### config.mk
export PLATFORM = sky130hd
export DESIGN_NAME = sphot_ctrl
export DESIGN_NICKNAME = d
export VERILOG_FILES = /design/src/sv/sphot_pkg.sv /design/src/sv/sphot_ctrl.sv
export SDC_FILE = /design/constraint.sdc
export NUM_CORES = 1
export LEC_CHECK = 0
export ABC_AREA = 0
export BUFFER_PORTS_ARGS = -buffer_cell sky130_fd_sc_hd__buf_2
export CORE_UTILIZATION = 35
export DETAILED_ROUTE_END_ITERATION = 10
export HOLD_SLACK_MARGIN = 0.12
export PLACE_DENSITY = 0.65
export SYNTH_ARGS = -nofsm -noshare
export SYNTH_HDL_FRONTEND = slang
export SYNTH_SLANG_ARGS = --single-unit
### constraint.sdc
create_clock -name clk -period 1.6 [get_ports clk]
set_input_delay 0.08 -clock clk [delete_from_list [all_inputs] [get_ports clk]]
set_output_delay 0.08 -clock clk [all_outputs]
set_load 0.01 [all_outputs]
### src/sv/sphot_pkg.sv
package sphot_pkg;

    typedef enum logic [1:0] {
        OP_ACCESS  = 2'd0,
        OP_DECAY   = 2'd1,
        OP_INSTALL = 2'd2,
        OP_NONE    = 2'd3
    } opcode_t;

    localparam logic [31:0] HASH_MUL = 32'h85ebca6b;

    // datapath commands from the controller
    typedef struct packed {
        logic load;        // capture the request
        logic clear_step;  // write zero at the clear address
        logic act_rd;      // read activity cell of the current row
        logic act_wr;      // write back EMA value, fold min
        logic srch_rd;     // read slot entry at search index
        logic srch_chk;    // compare entry
        logic reu_rd;      // read reuse cell of the current row
        logic reu_wr;      // write back incremented value, fold min
        logic hot_calc;    // compute hotness, write slot
        logic dec_rd;      // read activity cell at sweep index
        logic dec_wr;      // write decayed value
        logic inst_wr;     // install write
        logic out_load;    // capture result
    } ctl_cmd_t;

    typedef struct packed {
        logic row_last;
        logic srch_done;
        logic srch_hit;
        logic sweep_last;
        logic [1:0] in_op;  // opcode of the waiting request
        logic [1:0] op;     // opcode of the captured request
    } ctl_sts_t;

    function automatic logic [31:0] row_hash(input logic [31:0] key, input logic [3:0] row);
        logic [31:0] x;
        logic [31:0] m;
        x = key ^ {row, 28'd0};
        x = x ^ (x >> 16);
        m = x * HASH_MUL;
        m = m ^ (m >> 13);
        return m;
    endfunction

endpackage

### src/sv/sphot_ctrl.sv
module sphot_ctrl
    import sphot_pkg::*;
(
    input  logic     clk,
    input  logic     rst_n,
    input  logic     in_fire,
    input  logic     out_free,
    input  ctl_sts_t sts,
    output logic     busy,
    output ctl_cmd_t cmd
);

    typedef enum logic [3:0] {
        S_CLEAR, S_IDLE, S_ACT_RD, S_ACT_WR, S_SRCH_RD, S_SRCH_CHK,
        S_REU_RD, S_REU_WR, S_HOT, S_DEC_RD, S_DEC_WR, S_DONE
    } state_t;

    state_t state_reg, state_next;

    always_comb
    begin
        cmd = '0;
        state_next = state_reg;
        unique case (state_reg)
            S_CLEAR:
            begin
                cmd.clear_step = 1'b1;
                if (sts.sweep_last) state_next = S_IDLE;
            end
            S_IDLE:
            begin
                if (in_fire)
                begin
                    cmd.load = 1'b1;
                    state_next = S_DONE;
                    unique case (sts.in_op)
                        OP_ACCESS:  state_next = S_ACT_RD;
                        OP_DECAY:   state_next = S_DEC_RD;
                        OP_INSTALL: state_next = S_DONE;
                        default:    state_next = S_DONE;
                    endcase
                end
            end
            S_ACT_RD:
            begin
                cmd.act_rd = 1'b1;
                state_next = S_ACT_WR;
            end
            S_ACT_WR:
            begin
                cmd.act_wr = 1'b1;
                state_next = sts.row_last ? S_SRCH_RD : S_ACT_RD;
            end
            S_SRCH_RD:
            begin
                if (sts.srch_done) state_next = S_DONE;
                else
                begin
                    cmd.srch_rd = 1'b1;
                    state_next = S_SRCH_CHK;
                end
            end
            S_SRCH_CHK:
            begin
                cmd.srch_chk = 1'b1;
                state_next = sts.srch_hit ? S_REU_RD : S_SRCH_RD;
            end
            S_REU_RD:
            begin
                cmd.reu_rd = 1'b1;
                state_next = S_REU_WR;
            end
            S_REU_WR:
            begin
                cmd.reu_wr = 1'b1;
                state_next = sts.row_last ? S_HOT : S_REU_RD;
            end
            S_HOT:
            begin
                cmd.hot_calc = 1'b1;
                state_next = S_DONE;
            end
            S_DEC_RD:
            begin
                cmd.dec_rd = 1'b1;
                state_next = S_DEC_WR;
            end
            S_DEC_WR:
            begin
                cmd.dec_wr = 1'b1;
                state_next = sts.sweep_last ? S_DONE : S_DEC_RD;
            end
            S_DONE:
            begin
                if (out_free)
                begin
                    cmd.out_load = 1'b1;
                    cmd.inst_wr = (sts.op == OP_INSTALL);
                    state_next = S_IDLE;
                end
            end
            default: state_next = S_IDLE;
        endcase
    end

    assign busy = (state_reg != S_IDLE);

    always_ff @(posedge clk or negedge rst_n)
    begin
        if (!rst_n) state_reg <= S_CLEAR;
        else state_reg <= state_next;
    end

`ifndef SYNTH
    a_load_idle: assert property (@(posedge clk) disable iff (!rst_n)
        cmd.load |-> state_reg == S_IDLE) else $error("load outside idle");
    a_one_wr: assert property (@(posedge clk) disable iff (!rst_n)
        $countones({cmd.act_wr, cmd.reu_wr, cmd.dec_wr, cmd.clear_step}) <= 1)
        else $error("write conflict");
    a_hit_goes_reuse: assert property (@(posedge clk) disable iff (!rst_n)
        (cmd.srch_chk && sts.srch_hit) |=> state_reg == S_REU_RD)
        else $error("hit lost");
`endif

endmodule

==> results_dict.tcl <==
set metrics [dict create \
    start_util 0.400 \
    yosysWarnings 0 \
    grt_pass1_vias 512 \
    finalHoldViolations 0 \
    fin_nets 116 \
    post_drt_via_cell_ratio 5.34 \
    final_cells 116 \
    io_pins 26 \
    leakage_nw 0.354 \
    top_usage_layer "met2" \
    clock.fmax_mhz 645 \
    area_growth_pct 46.2 \
    ctsHtreeMaxLevel 1 \
    grt.overflow.total 0 \
    root_buffer "clkbuf_4" \
    layout_common_cells "buf_2 (25), buf_4 (9), nand2b_1 (7), nor2_1 (7), nor3_1 (7)" \
    synth_fp_nets 82 \
    critPathLaunchType "flip-flop" \
    core_um2 1190 \
    crit_arrival_ns 1.47 \
    synth_seq_cells 4 \
    setup_violations 0 \
    gp_congestion 0.776 \
    cts_buffers 3 \
    port_buffers 25 \
    worstPathRequired_ns 1.52 \
    fp.dieW_um 38.8 \
    hold_end "state_reg[2]" \
    hpwlAfterDp_um 999 \
    fp.dieH_um 38.8 \
    fin_setup_tns_ns 0 \
    synthTopCellsByArea "dfrtp_1 (21%), nand2b_1 (11%), nor3_1 (7.4%)" \
    clockBufferDepth 2 \
    antenna_found_initial 0 \
    synth-seq-area-share 0.211 \
    vdd_drop_max_uv 891 \
    netlist.area_leader.share 0.211 \
    critPathKind "reg2out" \
    period_needed_ns 1.55 \
    min_from "sts[7]" \
    status "finished, final reports clean" \
    track_usage 0.202 \
    r2r-start "state_reg[1]" \
    rsz0062_at_grt "true" \
    tightest_slew_ns 0.332 \
    hold_depth 4 \
    hold_class "in2reg" \
    reg2regPathDepth 5 \
    crit_fanout 9 \
    relSlewSlack 0.777 \
    routed_wl_mm 1.41 \
    slew_violations 0 \
    yosysTopAreaCell "dfrtp_1" \
    timing.max_cap.violations 0 \
    critical_path.cell_chain "or4b_4 > nor2_1 > buf_2" \
    first_pass_iters 5 \
    p_per_area_nw_per_um2 1920 \
    ys_types 27 \
    grt_use_met2 0.321 \
    drt_iter0_markers 23 \
    clkLatencyLatePin_ns 0.24 \
    syn_avg_cell_area_um2 6.77 \
    met3_usage 0.0173 \
    clk_pin_slew_worst_paths_ns 0.04 \
    synthCells 70 \
    ant_nets 0 \
    synth_area_um2 474 \
    worstReg2RegEnd "state_reg[1]" \
    design.die.area_um2 1510 \
    drive_gt1_frac 0.451 \
    drc 0 \
    mostFrequentLayoutCell "buf_2" \
    endpoint_kind "output port" \
    cpPeakStageDelay_ns 0.55 \
    fp-row-count 12 \
    place_inst 108 \
    grt_pass1_wl_mm 2.05 \
    fin_worst_skew_ns 0.00221 \
    crit_path_top_delay_cell "or4b_4" \
    met1_usage 0.239 \
    largest_reg_flops 4 \
    antenna_cells 0 \
    vias 620 \
    regToRegSetupSlack_ns 0.12 \
    cts_tree "done" \
    post-route-period-util 0.969 \
    routedWlPerCell_um 12.1 \
    grt_max_degree 15 \
    cts.sink_count 4 \
]
==> synthesized netlist by cell type <==
| cell type | number |
|---|---|
| nor3_1 | 7 |
| o32ai_1 | 1 |
| o31a_1 | 1 |
| inv_1 | 5 |
| and3b_1 | 1 |
| a21oi_2 | 1 |
| a22oi_1 | 1 |
| nand2b_2 | 1 |
| nor4_1 | 3 |
| buf_2 | 3 |
| or4b_4 | 1 |
| nand2b_1 | 8 |
| clkbuf_1 | 2 |
| nand3_1 | 1 |
| or2_2 | 1 |
| nor2_1 | 7 |
| or3b_2 | 1 |
| a31oi_1 | 1 |
| a311o_1 | 1 |
| o22ai_1 | 1 |
| buf_4 | 1 |
| a21oi_1 | 6 |
| nand2_1 | 4 |
| o21ai_0 | 5 |
| a32o_1 | 1 |
| dfrtp_1 | 4 |
| a21o_1 | 1 |
==> area by class of cell <==
class	count	area, um^2
clock buffers	3	22.5
well taps	14	17.5
multi-input cells	55	328
flip-flops and latches	4	104
repair buffers	35	203
fillers	116	493
inverters	5	18.8
==> where the power goes <==
part           total [mW]  internal, mW  switching (mW)
Combinational       0.945         0.470           0.475
Clock               0.128        0.0841          0.0440
Sequential          0.254         0.160          0.0949
Total                1.33         0.713           0.614
==> critical path: cells and delay by family, from the launching register on <==
family	cells	cell delay, ns
and+or+nand+nor	2	0.65
DFF	1	0.46
buffers and inverters	1	0.13
==> per-layer routing <==
layer / wire length, um / vias to the layer above
li1: - / 314
met1: 626 / 280
met2: 707 / 24
met3: 57 / 2
met4: 17 / 0
met5: 0 / -
==> metrics by stage <==
step | util | hold WS, ns | instance area [um^2] | power [mW] | setup slack (ns)
after floorplan | - | -0.216 | 474 | 0.853 | 0.156
after global placement | 0.526 | -0.111 | 624 | 1.09 | 0.109
after detailed placement | 0.526 | -0.109 | 624 | 1.10 | 0.0811
after CTS | 0.569 | 0.169 | 674 | 1.29 | 0.00612
after global routing | 0.584 | 0.187 | 693 | 1.45 | -0.0161
final | 0.584 | 0.174 | 693 | 1.33 | 0.0493
==> repair_timing <==
item,4_1_cts,5_1_grt
gates resized for setup,2,2
hold buffers,1,0
buffers inserted,2,2
endpoints found under the hold margin,4,0
setup endpoints to repair,4,4
==> kinds of logic after synthesis <==
kind of cell           synth area share
and+or+nand+nor                   0.414
AOI/OAI and AO/OA                 0.272
buffers and inverters             0.103
DFF                               0.211
==> worst max-delay path by stage <==
stage            startpoint            to  depth (start not counted)
3_5_place_dp   state_reg[1]  state_reg[1]                          4
3_3_place_gp   state_reg[1]  state_reg[1]                          4
2_1_floorplan  state_reg[2]  state_reg[0]                          4
5_1_grt        state_reg[2]       cmd[12]                          3
4_1_cts        state_reg[2]       cmd[12]                          3
6_report       state_reg[2]       cmd[12]                          3
Note: power is estimated with default switching activity, not from simulation.
